[src/rtl/rau_pkg.sv]
// rational arithmetic unit: shared types, codes and command/status structs
`default_nettype none
package rau_pkg;

  localparam int unsigned DW = 64;

  localparam logic [2:0] OP_ADD  = 3'd0;
  localparam logic [2:0] OP_SUB  = 3'd1;
  localparam logic [2:0] OP_MUL  = 3'd2;
  localparam logic [2:0] OP_DIV  = 3'd3;
  localparam logic [2:0] OP_CMP  = 3'd4;
  localparam logic [2:0] OP_NORM = 3'd5;

  localparam logic [1:0] ST_OK   = 2'd0;
  localparam logic [1:0] ST_ZDEN = 2'd1;
  localparam logic [1:0] ST_DIVZ = 2'd2;
  localparam logic [1:0] ST_OVF  = 2'd3;

  typedef enum logic [3:0] {
    CMD_NOP,
    CMD_LOAD,
    CMD_GCD,
    CMD_DIV,
    CMD_MUL,
    CMD_ADDSUB,
    CMD_SIGN,
    CMD_CMP,
    CMD_COPY,
    CMD_FINISH
  } dp_cmd_t;

  typedef enum logic [2:0] {
    R_LM, R_LD, R_RM, R_RD, R_PM, R_PD, R_T1, R_T2
  } reg_sel_t;

  typedef enum logic [1:0] {
    PR_L, PR_R, PR_P
  } pair_t;

  typedef enum logic [4:0] {
    S_IDLE, S_CHECK,
    S_RG, S_RGW, S_RX, S_RXW, S_RY, S_RYW,
    S_AG, S_AGW, S_AQ1, S_AQ1W, S_AQ2, S_AQ2W, S_AM1, S_AM2, S_AM3, S_AS,
    S_M1, S_M2, S_MS,
    S_CM1, S_CM2, S_CC,
    S_CP, S_FIN
  } ctrl_state_t;

  typedef struct packed {
    dp_cmd_t    cmd;
    reg_sel_t   sa;
    reg_sel_t   sb;
    reg_sel_t   dst;
    logic       sub;
    logic       cmp;
    logic [1:0] err;
  } dp_ctl_t;

  typedef struct packed {
    logic gcd_done;
    logic div_done;
    logic lden_zero;
    logic rden_zero;
    logic rm_zero;
  } dp_stat_t;

endpackage
`default_nettype wire

[src/rtl/rau_ctrl.sv]
// sequencer: steps the datapath through reduce, operate and finish
`default_nettype none
module rau_ctrl (
  input  wire logic              clk,
  input  wire logic              rst,
  input  wire logic              start,
  input  wire logic [2:0]        op,
  input  wire rau_pkg::dp_stat_t st,
  output rau_pkg::dp_ctl_t       ctl,
  output logic                   busy
);
  import rau_pkg::*;

  ctrl_state_t state, state_next;
  pair_t       pair, pair_next;
  logic [2:0]  op_q, op_q_next;
  logic [1:0]  err, err_next;
  reg_sel_t    px, py;

  always_ff @(posedge clk) begin
    if (rst) begin
      state <= S_IDLE;
      pair  <= PR_L;
      op_q  <= OP_ADD;
      err   <= ST_OK;
    end else begin
      state <= state_next;
      pair  <= pair_next;
      op_q  <= op_q_next;
      err   <= err_next;
    end
  end

  always_comb begin
    case (pair)
      PR_L: begin
        px = R_LM;
        py = R_LD;
      end
      PR_R: begin
        px = R_RM;
        py = R_RD;
      end
      default: begin
        px = R_PM;
        py = R_PD;
      end
    endcase
  end

  always_comb begin
    state_next = state;
    pair_next  = pair;
    op_q_next  = op_q;
    err_next   = err;
    busy       = state != S_IDLE;
    ctl.cmd    = CMD_NOP;
    ctl.sa     = R_LM;
    ctl.sb     = R_LM;
    ctl.dst    = R_LM;
    ctl.sub    = op_q == OP_SUB;
    ctl.cmp    = op_q == OP_CMP;
    ctl.err    = err;
    case (state)
      S_IDLE: begin
        if (start) begin
          ctl.cmd    = CMD_LOAD;
          op_q_next  = op;
          err_next   = ST_OK;
          pair_next  = PR_L;
          state_next = S_CHECK;
        end
      end
      S_CHECK: begin
        if (st.lden_zero || (op_q inside {[OP_ADD:OP_CMP]} && st.rden_zero)) begin
          err_next   = ST_ZDEN;
          state_next = S_FIN;
        end else begin
          state_next = S_RG;
        end
      end
      S_RG: begin
        ctl.cmd    = CMD_GCD;
        ctl.sa     = px;
        ctl.sb     = py;
        state_next = S_RGW;
      end
      S_RGW: if (st.gcd_done) state_next = S_RX;
      S_RX: begin
        ctl.cmd    = CMD_DIV;
        ctl.sa     = px;
        ctl.dst    = px;
        state_next = S_RXW;
      end
      S_RXW: if (st.div_done) state_next = S_RY;
      S_RY: begin
        ctl.cmd    = CMD_DIV;
        ctl.sa     = py;
        ctl.dst    = py;
        state_next = S_RYW;
      end
      S_RYW: begin
        if (st.div_done) begin
          case (pair)
            PR_L: begin
              if (op_q inside {[OP_ADD:OP_CMP]}) begin
                pair_next  = PR_R;
                state_next = S_RG;
              end else begin
                state_next = S_CP;
              end
            end
            PR_R: begin
              case (op_q)
                OP_ADD, OP_SUB: state_next = S_AG;
                OP_MUL:         state_next = S_M1;
                OP_DIV: begin
                  if (st.rm_zero) begin
                    err_next   = ST_DIVZ;
                    state_next = S_FIN;
                  end else begin
                    state_next = S_M1;
                  end
                end
                OP_CMP:  state_next = S_CM1;
                default: state_next = S_CP;
              endcase
            end
            default: state_next = S_FIN;
          endcase
        end
      end
      // add/sub: bring both to the common denominator
      S_AG: begin
        ctl.cmd    = CMD_GCD;
        ctl.sa     = R_LD;
        ctl.sb     = R_RD;
        state_next = S_AGW;
      end
      S_AGW: if (st.gcd_done) state_next = S_AQ1;
      S_AQ1: begin
        ctl.cmd    = CMD_DIV;
        ctl.sa     = R_RD;
        ctl.dst    = R_T1;
        state_next = S_AQ1W;
      end
      S_AQ1W: if (st.div_done) state_next = S_AQ2;
      S_AQ2: begin
        ctl.cmd    = CMD_DIV;
        ctl.sa     = R_LD;
        ctl.dst    = R_T2;
        state_next = S_AQ2W;
      end
      S_AQ2W: if (st.div_done) state_next = S_AM1;
      S_AM1: begin
        ctl.cmd    = CMD_MUL;
        ctl.sa     = R_LM;
        ctl.sb     = R_T1;
        ctl.dst    = R_T1;
        state_next = S_AM2;
      end
      S_AM2: begin
        ctl.cmd    = CMD_MUL;
        ctl.sa     = R_RM;
        ctl.sb     = R_T2;
        ctl.dst    = R_RM;
        state_next = S_AM3;
      end
      S_AM3: begin
        ctl.cmd    = CMD_MUL;
        ctl.sa     = R_T2;
        ctl.sb     = R_RD;
        ctl.dst    = R_PD;
        state_next = S_AS;
      end
      S_AS: begin
        ctl.cmd    = CMD_ADDSUB;
        pair_next  = PR_P;
        state_next = S_RG;
      end
      S_M1: begin
        ctl.cmd    = CMD_MUL;
        ctl.sa     = R_LM;
        ctl.sb     = (op_q == OP_DIV) ? R_RD : R_RM;
        ctl.dst    = R_PM;
        state_next = S_M2;
      end
      S_M2: begin
        ctl.cmd    = CMD_MUL;
        ctl.sa     = R_LD;
        ctl.sb     = (op_q == OP_DIV) ? R_RM : R_RD;
        ctl.dst    = R_PD;
        state_next = S_MS;
      end
      S_MS: begin
        ctl.cmd    = CMD_SIGN;
        pair_next  = PR_P;
        state_next = S_RG;
      end
      S_CM1: begin
        ctl.cmd    = CMD_MUL;
        ctl.sa     = R_LM;
        ctl.sb     = R_RD;
        ctl.dst    = R_T1;
        state_next = S_CM2;
      end
      S_CM2: begin
        ctl.cmd    = CMD_MUL;
        ctl.sa     = R_RM;
        ctl.sb     = R_LD;
        ctl.dst    = R_T2;
        state_next = S_CC;
      end
      S_CC: begin
        ctl.cmd    = CMD_CMP;
        state_next = S_FIN;
      end
      S_CP: begin
        ctl.cmd    = CMD_COPY;
        state_next = S_FIN;
      end
      S_FIN: begin
        ctl.cmd    = CMD_FINISH;
        state_next = S_IDLE;
      end
      default: state_next = S_IDLE;
    endcase
  end

`ifndef SYNTH
  a_accept_busy: assert property (@(posedge clk) disable iff (rst)
    (start && !busy) |=> busy)
    else $error("accepted beat did not raise busy");

  a_end_via_finish: assert property (@(posedge clk) disable iff (rst)
    ($fell(busy) && !$past(rst)) |-> $past(state == S_FIN))
    else $error("busy dropped without finishing");

  a_gcd_wait: assert property (@(posedge clk) disable iff (rst)
    st.gcd_done |-> (state == S_RGW || state == S_AGW))
    else $error("gcd completed outside a wait state");

  a_div_wait: assert property (@(posedge clk) disable iff (rst)
    st.div_done |-> (state == S_RXW || state == S_RYW || state == S_AQ1W ||
                     state == S_AQ2W))
    else $error("divide completed outside a wait state");
`endif

endmodule
`default_nettype wire

[config.mk]
export PLATFORM = sky130hd
export DESIGN_NAME = rau_ctrl
export DESIGN_NICKNAME = d
export VERILOG_FILES = /design/src/rtl/rau_pkg.sv /design/src/rtl/rau_ctrl.sv
export SDC_FILE = /design/constraint.sdc
export NUM_CORES = 1
export LEC_CHECK = 0
export BUFFER_PORTS_ARGS = -buffer_cell sky130_fd_sc_hd__buf_2
export CELL_PAD_IN_SITES_DETAIL_PLACEMENT = 1
export CELL_PAD_IN_SITES_GLOBAL_PLACEMENT = 2
export CORE_ASPECT_RATIO = 1.4
export CORE_MARGIN = 2
export CORE_UTILIZATION = 27
export DETAILED_ROUTE_END_ITERATION = 16
export PLACE_DENSITY_LB_ADDON = 0.1
export SLEW_MARGIN = 10
export SYNTH_ARGS = -nofsm -noshare
export SYNTH_HDL_FRONTEND = slang
export SYNTH_SLANG_ARGS = --single-unit
[constraint.sdc]
create_clock -name clk -period 1.8 [get_ports clk]
set_clock_uncertainty 0.15 [all_clocks]
set_input_delay 0.09 -clock clk [delete_from_list [all_inputs] [get_ports clk]]
set_output_delay 0.09 -clock clk [all_outputs]
set_load 0.01 [all_outputs]
==> results of run 1 <==
power breakdown:
group / leakage [nW] / internal (mW) / total (mW) / switching (mW)
logic: 0.950 / 1.96 / 3.81 / 1.86
registers: 0.101 / 0.370 / 0.493 / 0.123
clock network: 0.0216 / 0.148 / 0.251 / 0.103
total: 1.07 / 2.47 / 4.56 / 2.08
final timing paths:
| check | endpoint | slack [ns] | cells past startpoint |
|---|---|---|---|
| setup / recovery | ctl[4] | -0.12 | 6 |
| hold / removal | op_q[2]$_SDFFE_PP0P_ | 0.03 | 2 |
| setup reg to reg | pair[0]$_SDFFE_PP0P_ | -0.10 | 6 |
| hold reg to reg | err[1]$_SDFFE_PP0P_ | 0.34 | 2 |
area by class of cell:
type / count / area [um2] / share of cell area
multi-input cells: 156 / 1230 / 0.488
well taps: 64 / 80.1 / 0.0319
inverters: 7 / 33.8 / 0.0134
flip-flops and latches: 12 / 259 / 0.103
clock buffers: 3 / 41.3 / 0.0164
repair buffers: 110 / 872 / 0.347
per-stage QoR:
| step | area, um2 | TNS, ns | instances |
|---|---|---|---|
| floorplan | 1360 | -0.112 | 194 |
| global placement | 1920 | -0.944 | 324 |
| detailed placement | 1920 | -1.30 | 324 |
| CTS | 2340 | -0.528 | 347 |
| global route | 2510 | -2.22 | 352 |
| finish | 2510 | -0.982 | 352 |
worst max-delay path: stages, from the launching register on:
cell and delay [ns]:
dfxtp_4 0.38, buf_6 0.13, or3b_4 0.43, a21oi_4 0.15
a31oi_1 0.06, o32ai_1 0.12, buf_2 0.18
layer usage:
metal | vias to the layer above | routed length [um] | track usage
met1 | 954 | 2650 | 0.268
li1 | 918 | - | -
met3 | 18 | 146 | 0.0155
met2 | 54 | 3770 | 0.466
met5 | - | 0 | 0
met4 | 0 | 291 | 0.132
kinds of logic after synthesis:
kind of cell / after synthesis / synth area share
AND/OR/NAND/NOR: 74 / 0.298
AO/OA/AOI/OAI: 70 / 0.350
buffers and inverters: 26 / 0.0870
flip-flops: 12 / 0.180
XOR/XNOR: 6 / 0.0393
multiplexers: 6 / 0.0458
cells in the mapped netlist (2+ instances only):
library cell,number,area [um2]
a211oi_1,2,15.0
a21oi_1,18,90.1
a221oi_1,2,17.5
a22oi_1,2,15.0
a311oi_1,3,26.3
a31oi_1,6,37.5
a32o_1,3,30.0
buf_1,4,15.0
buf_2,6,30.0
clkbuf_1,7,26.3
dfxtp_1,12,240
inv_1,7,26.3
mux2i_1,5,50.1
nand2_1,17,63.8
nand2b_1,5,31.3
nand3_1,4,20.0
nor2_1,17,63.8
nor2b_1,4,25.0
nor3_1,5,25.0
nor3b_1,2,15.0
nor4_1,3,18.8
nor4b_1,2,17.5
o21ai_0,14,70.1
o22ai_1,4,25.0
o2bb2ai_1,3,26.3
o32ai_1,2,17.5
or3_1,4,25.0
or3b_2,2,17.5
or4_1,3,22.5
xnor2_1,6,52.6
timing repair:
action | CTS | global route
gates cloned | 1 | 0
pin swaps | 10 | 11
gates resized for setup | 62 | 28
endpoints found under the setup margin | 20 | 23
hold buffers | 3 | 0
endpoints found under the hold margin | 3 | 0
setup buffers | 16 | 5
flip-flops by register name, summed over array words and instances (netlist names):
register	cells
err	2
op_q	3
pair	2
state	5
==> run metrics, run 1 <==
Slew HR=0.715; Yosys reg bits=12; Core ar.=4800 um2; cell area after synthesis=1340 um2; failing checks=negative setup slack; commonest non-fill, non-tap cells in the layout=buf_4 (61), buf_2 (28), nor2_1 (14); Power Density=1810 nW/um2; Tot GR Track Use=0.245; critical path type=flip-flop to primary output; outcome=finished with violations; Routed WL=6860 um; global-route wire length before repair=10600 um; DRC=0; Worst setup SP type=flip-flop; Hold Crit Class=input pin to flip-flop; crit share post-route=1.07; final setup margin=-0.125 ns; Area Overhead vs Synth=87.9%; Max Cap Viol=0; Hold Path Origin=rst; CP Data Required Time=1.56 ns; CTS root buffer=clkbuf_8; Routed Antenna Nets=0; via count=1944; fmax=520 MHz; die area=5540 um2; vias per std cell=5.52; final hold slack=0.0297 ns; fill count=624; number of enable flip-flop cells after synthesis=0; die width=63.5 um; GRT Residual Overflow=0; Fin. Hold Viols=0; clock latency on the worst-skew pair=0.25 ns; post-layout util=0.523; commonest non-fill, non-tap cell in the layout=buf_4; CP arrival=1.68 ns; H-tree Lvls=1; Power, Total=4.56 mW; worst slew pin tran=0.426 ns; GPL Wtd Cong=0.900; Worst-path clk slew=0.05 ns; die height=87.3 um; CTS buffer count=3; Slew Viols, Final=0; final setup fails=18; Syn Area/Cell=6.89 um2; # diodes=0; Cells after Synth=194; Max FO, Critical Path=7; ys async rst share=0; critical path startpoint=state[2]$_SDFFE_PP0P_; Mapped Nets=205; Yosys Warn Count=0; Starting Density=0.278; Routed WL per cell=19.5 um; IO Count=29; Critical Path Sink Type=primary output; DRT Pass-1 Iters=4; worst r2r src=state[2]$_SDFFE_PP0P_; Post-DP HPWL=4740 um; top_reg_cell synth=dfxtp_1; CTS tree=done; DR iter-0 viols=81; PortBufs=28; post-route minimum period=1.92 ns; Synth cell types=50; vias in the first global route=2113; Final nets=301; Longest Clk Path Bufs=2; initial antenna violation count=0; Lkg Pwr=1.07 nW; clock sink count=12; share of cells above drive strength 1=0.566; largest net degree at the start of global routing=19; sequential-to-total area share from yosys stat=0.180; row count=30; VDD IR-drop max=0.00106 V; RSZ-0062 raised after global routing=yes; Setup WS pre-CTS=-0.208 ns
Note: power is estimated with default switching activity, not from simulation.
==> inputs of run 2 (changes only) <==
--- a/config.mk
+++ b/config.mk
@@ -6,13 +6,10 @@
 export NUM_CORES = 1
 export LEC_CHECK = 0
 export BUFFER_PORTS_ARGS = -buffer_cell sky130_fd_sc_hd__buf_2
-export CELL_PAD_IN_SITES_DETAIL_PLACEMENT = 1
-export CELL_PAD_IN_SITES_GLOBAL_PLACEMENT = 2
 export CORE_ASPECT_RATIO = 1.4
 export CORE_MARGIN = 2
-export CORE_UTILIZATION = 27
+export CORE_UTILIZATION = 40
 export DETAILED_ROUTE_END_ITERATION = 16
-export PLACE_DENSITY_LB_ADDON = 0.1
 export SLEW_MARGIN = 10
 export SYNTH_ARGS = -nofsm -noshare
 export SYNTH_HDL_FRONTEND = slang
==> run metrics, run 2 (synthesis results as in run 1) <==
clock sink count=12 (unchanged); global-route wire length before repair=8620 um (was 10600 um); clock latency on the worst-skew pair=0.25 ns (about the same); post-layout util=0.726 (was 0.523); GRT Residual Overflow=0 (unchanged); Internal Pwr Total=2.14 mW (was 2.47 mW); final setup margin=-0.145 ns (was -0.125 ns); Worst-path clk slew=0.05 ns (about the same); fmax=514 MHz (was 520 MHz); Routed WL=5570 um (was 6860 um); vias in the first global route=1887 (was 2113); DRT Pass-1 Iters=4 (unchanged); die area=3830 um2 (was 5540 um2); CTS tree=done (unchanged); sw frac=0.472 (was 0.457); Hold Crit Class=input pin to flip-flop (unchanged); row count=24 (was 30); Max stage delay cell, worst path=or4_1 (was or3b_4); Area Overhead vs Synth=71.2% (was 87.9%); commonest non-fill, non-tap cell in the layout=buf_4 (unchanged); failing checks=negative setup slack (unchanged); largest net degree at the start of global routing=24 (was 19); IO Count=29 (unchanged); share of cells above drive strength 1=0.529 (was 0.566); Placed Instances=293 (was 324); Slew Viols, Final=0 (unchanged); GPL Wtd Cong=0.917 (was 0.900); clock power share=0.075 (was 0.055); CTS root buffer=clkbuf_8 (unchanged); post-route minimum period=1.95 ns (was 1.92 ns); critical path startpoint=state[2]$_SDFFE_PP0P_ (unchanged); power share of the sequential group=0.125 (was 0.108); Fin. Hold Viols=0 (unchanged); critical path type=flip-flop to primary output (unchanged); CP arrival=1.71 ns (was 1.68 ns); Slew HR=0.669 (was 0.715); PortBufs=28 (unchanged); DR iter-0 viols=80 (was 81); crit share post-route=1.08 (was 1.07); critical-path cell list=buf_6, buf_6, nor2b_4, or4_1, o21ai_1, buf_2 (was buf_6, or3b_4, a21oi_4, a31oi_1, o32ai_1, buf_2); Core ar.=3150 um2 (was 4800 um2); worst slew pin tran=0.491 ns (was 0.426 ns); H-tree Lvls=1 (unchanged); Longest Clk Path Bufs=2 (unchanged); top flop regs=state: 5 flops, op_q: 3 flops (unchanged); initial antenna violation count=0 (unchanged); Tot GR Track Use=0.298 (was 0.245); Gate power share=0.800 (was 0.837); CP Data Required Time=1.56 ns (about the same); R2R Setup Slk=-0.04 ns (was -0.10 ns); Lkg Pwr=0.957 nW (was 1.07 nW); CTS buffer count=3 (unchanged); Critical Path Sink Type=primary output (unchanged); Final nets=286 (was 301); Power Density=1770 nW/um2 (was 1810 nW/um2); crit-path most repeated cell=buf_6; Max FO, Critical Path=7 (unchanged); Post-Layout Cell Count=313 (was 352); die height=72.4 um (was 87.3 um); largest reg by FF count=state (unchanged); DRC=0 (unchanged); Post-DP HPWL=3810 um (was 4740 um); # diodes=0 (unchanged); fill count=230 (was 624); vias per std cell=6.19 (was 5.52); Worst setup SP type=flip-flop (unchanged); die width=52.9 um (was 63.5 um); via count=1937 (was 1944); P_sw=1.91 mW (was 2.08 mW); RSZ-0062 raised after global routing=yes (unchanged); Reg-to-Reg End=err[1]$_SDFFE_PP0P_ (was pair[0]$_SDFFE_PP0P_); reg2reg path depth=6 (unchanged); final hold slack=0.00837 ns (was 0.0297 ns); worst r2r src=state[2]$_SDFFE_PP0P_ (unchanged); Routed Antenna Nets=0 (unchanged); CP Capture Point=ctl[11] (was ctl[4]); fin area=2290 um2 (was 2510 um2); Cell Area, Placed=1830 um2 (was 1920 um2); Routed WL per cell=17.8 um (was 19.5 um); outcome=finished with violations (unchanged); VDD IR-drop max=0.00105 V (was 0.00106 V); commonest non-fill, non-tap cells in the layout=buf_4 (53), buf_2 (29), nand2_1 (15) (was buf_4 (61), buf_2 (28), nor2_1 (14)); Starting Density=0.424 (was 0.278); Max Cap Viol=0 (unchanged); Largest stage delay, worst path=0.46 ns (was 0.43 ns); final setup fails=12 (was 18); Largest register FFs=5 (unchanged)
run 2: area by class of cell:
cell class	count	area, um2	share of cell area
well taps	39	48.8	0.0213
multi-input cells	156	1210	0.528
flip-flops and latches	12	259	0.113
clock buffers	4	55.1	0.0240
repair buffers	95	689	0.301
inverters	7	28.8	0.0126
run 2: worst max-delay path, delay by kind of cell (launching register included):
family | cells | cell delay, ns
buf+inv | 3 | 0.41
compound gates | 1 | 0.09
flops | 1 | 0.37
simple gates | 2 | 0.59
run 2: per-layer routing:
metal,routed length [um],share of wire,up-vias,track usage
li1,-,-,893,-
met1,2120,0.38,906,0.327
met2,2840,0.51,110,0.525
met3,306,0.055,28,0.0288
met4,300,0.054,0,0.197
met5,0,0,-,0
run 2: how the worst min path moves through the flow:
stage | start | endpoint | slack (ns) | cells after the start
finish | rst | op_q[2]$_SDFFE_PP0P_ | 0.008 | 2
floorplan | op[0] | op_q[0]$_SDFFE_PP0P_ | 0.08 | 2
global placement | op[1] | op_q[1]$_SDFFE_PP0P_ | 0.17 | 3
detailed placement | op[1] | op_q[1]$_SDFFE_PP0P_ | 0.18 | 3
global route | rst | op_q[2]$_SDFFE_PP0P_ | 0.02 | 2
CTS | rst | op_q[2]$_SDFFE_PP0P_ | 0.01 | 2
run 2: power groups by stage:
stage / logic [mW] / clock network, mW / registers, mW
2_1_floorplan: 1.56 / 0 / 0.401
3_3_place_gp: 2.46 / 0 / 0.459
4_1_cts: 2.83 / 0.309 / 0.478
3_5_place_dp: 2.51 / 0 / 0.462
5_1_grt: 3.48 / 0.323 / 0.513
6_report: 3.24 / 0.305 / 0.507
run 2: timing repair:
action / CTS / global route
gates resized for setup: 43 / 30
cloned: 1 / 0
endpoints found under the setup margin: 22 / 22
buffers inserted: 9 / 4
hold buffers: 3 / 0
pin swaps: 6 / 9
hold endpoints to repair: 3 / 0
run 2: stage by stage:
stage	TNS, ns	total power, mW	worst slack, ns
finish	-0.808	4.05	-0.145
global route	-1.83	4.31	-0.194
CTS	-0.496	3.62	-0.111
detailed placement	-1.10	2.97	-0.155
global placement	-0.625	2.92	-0.0897
floorplan	-0.112	1.96	-0.0506
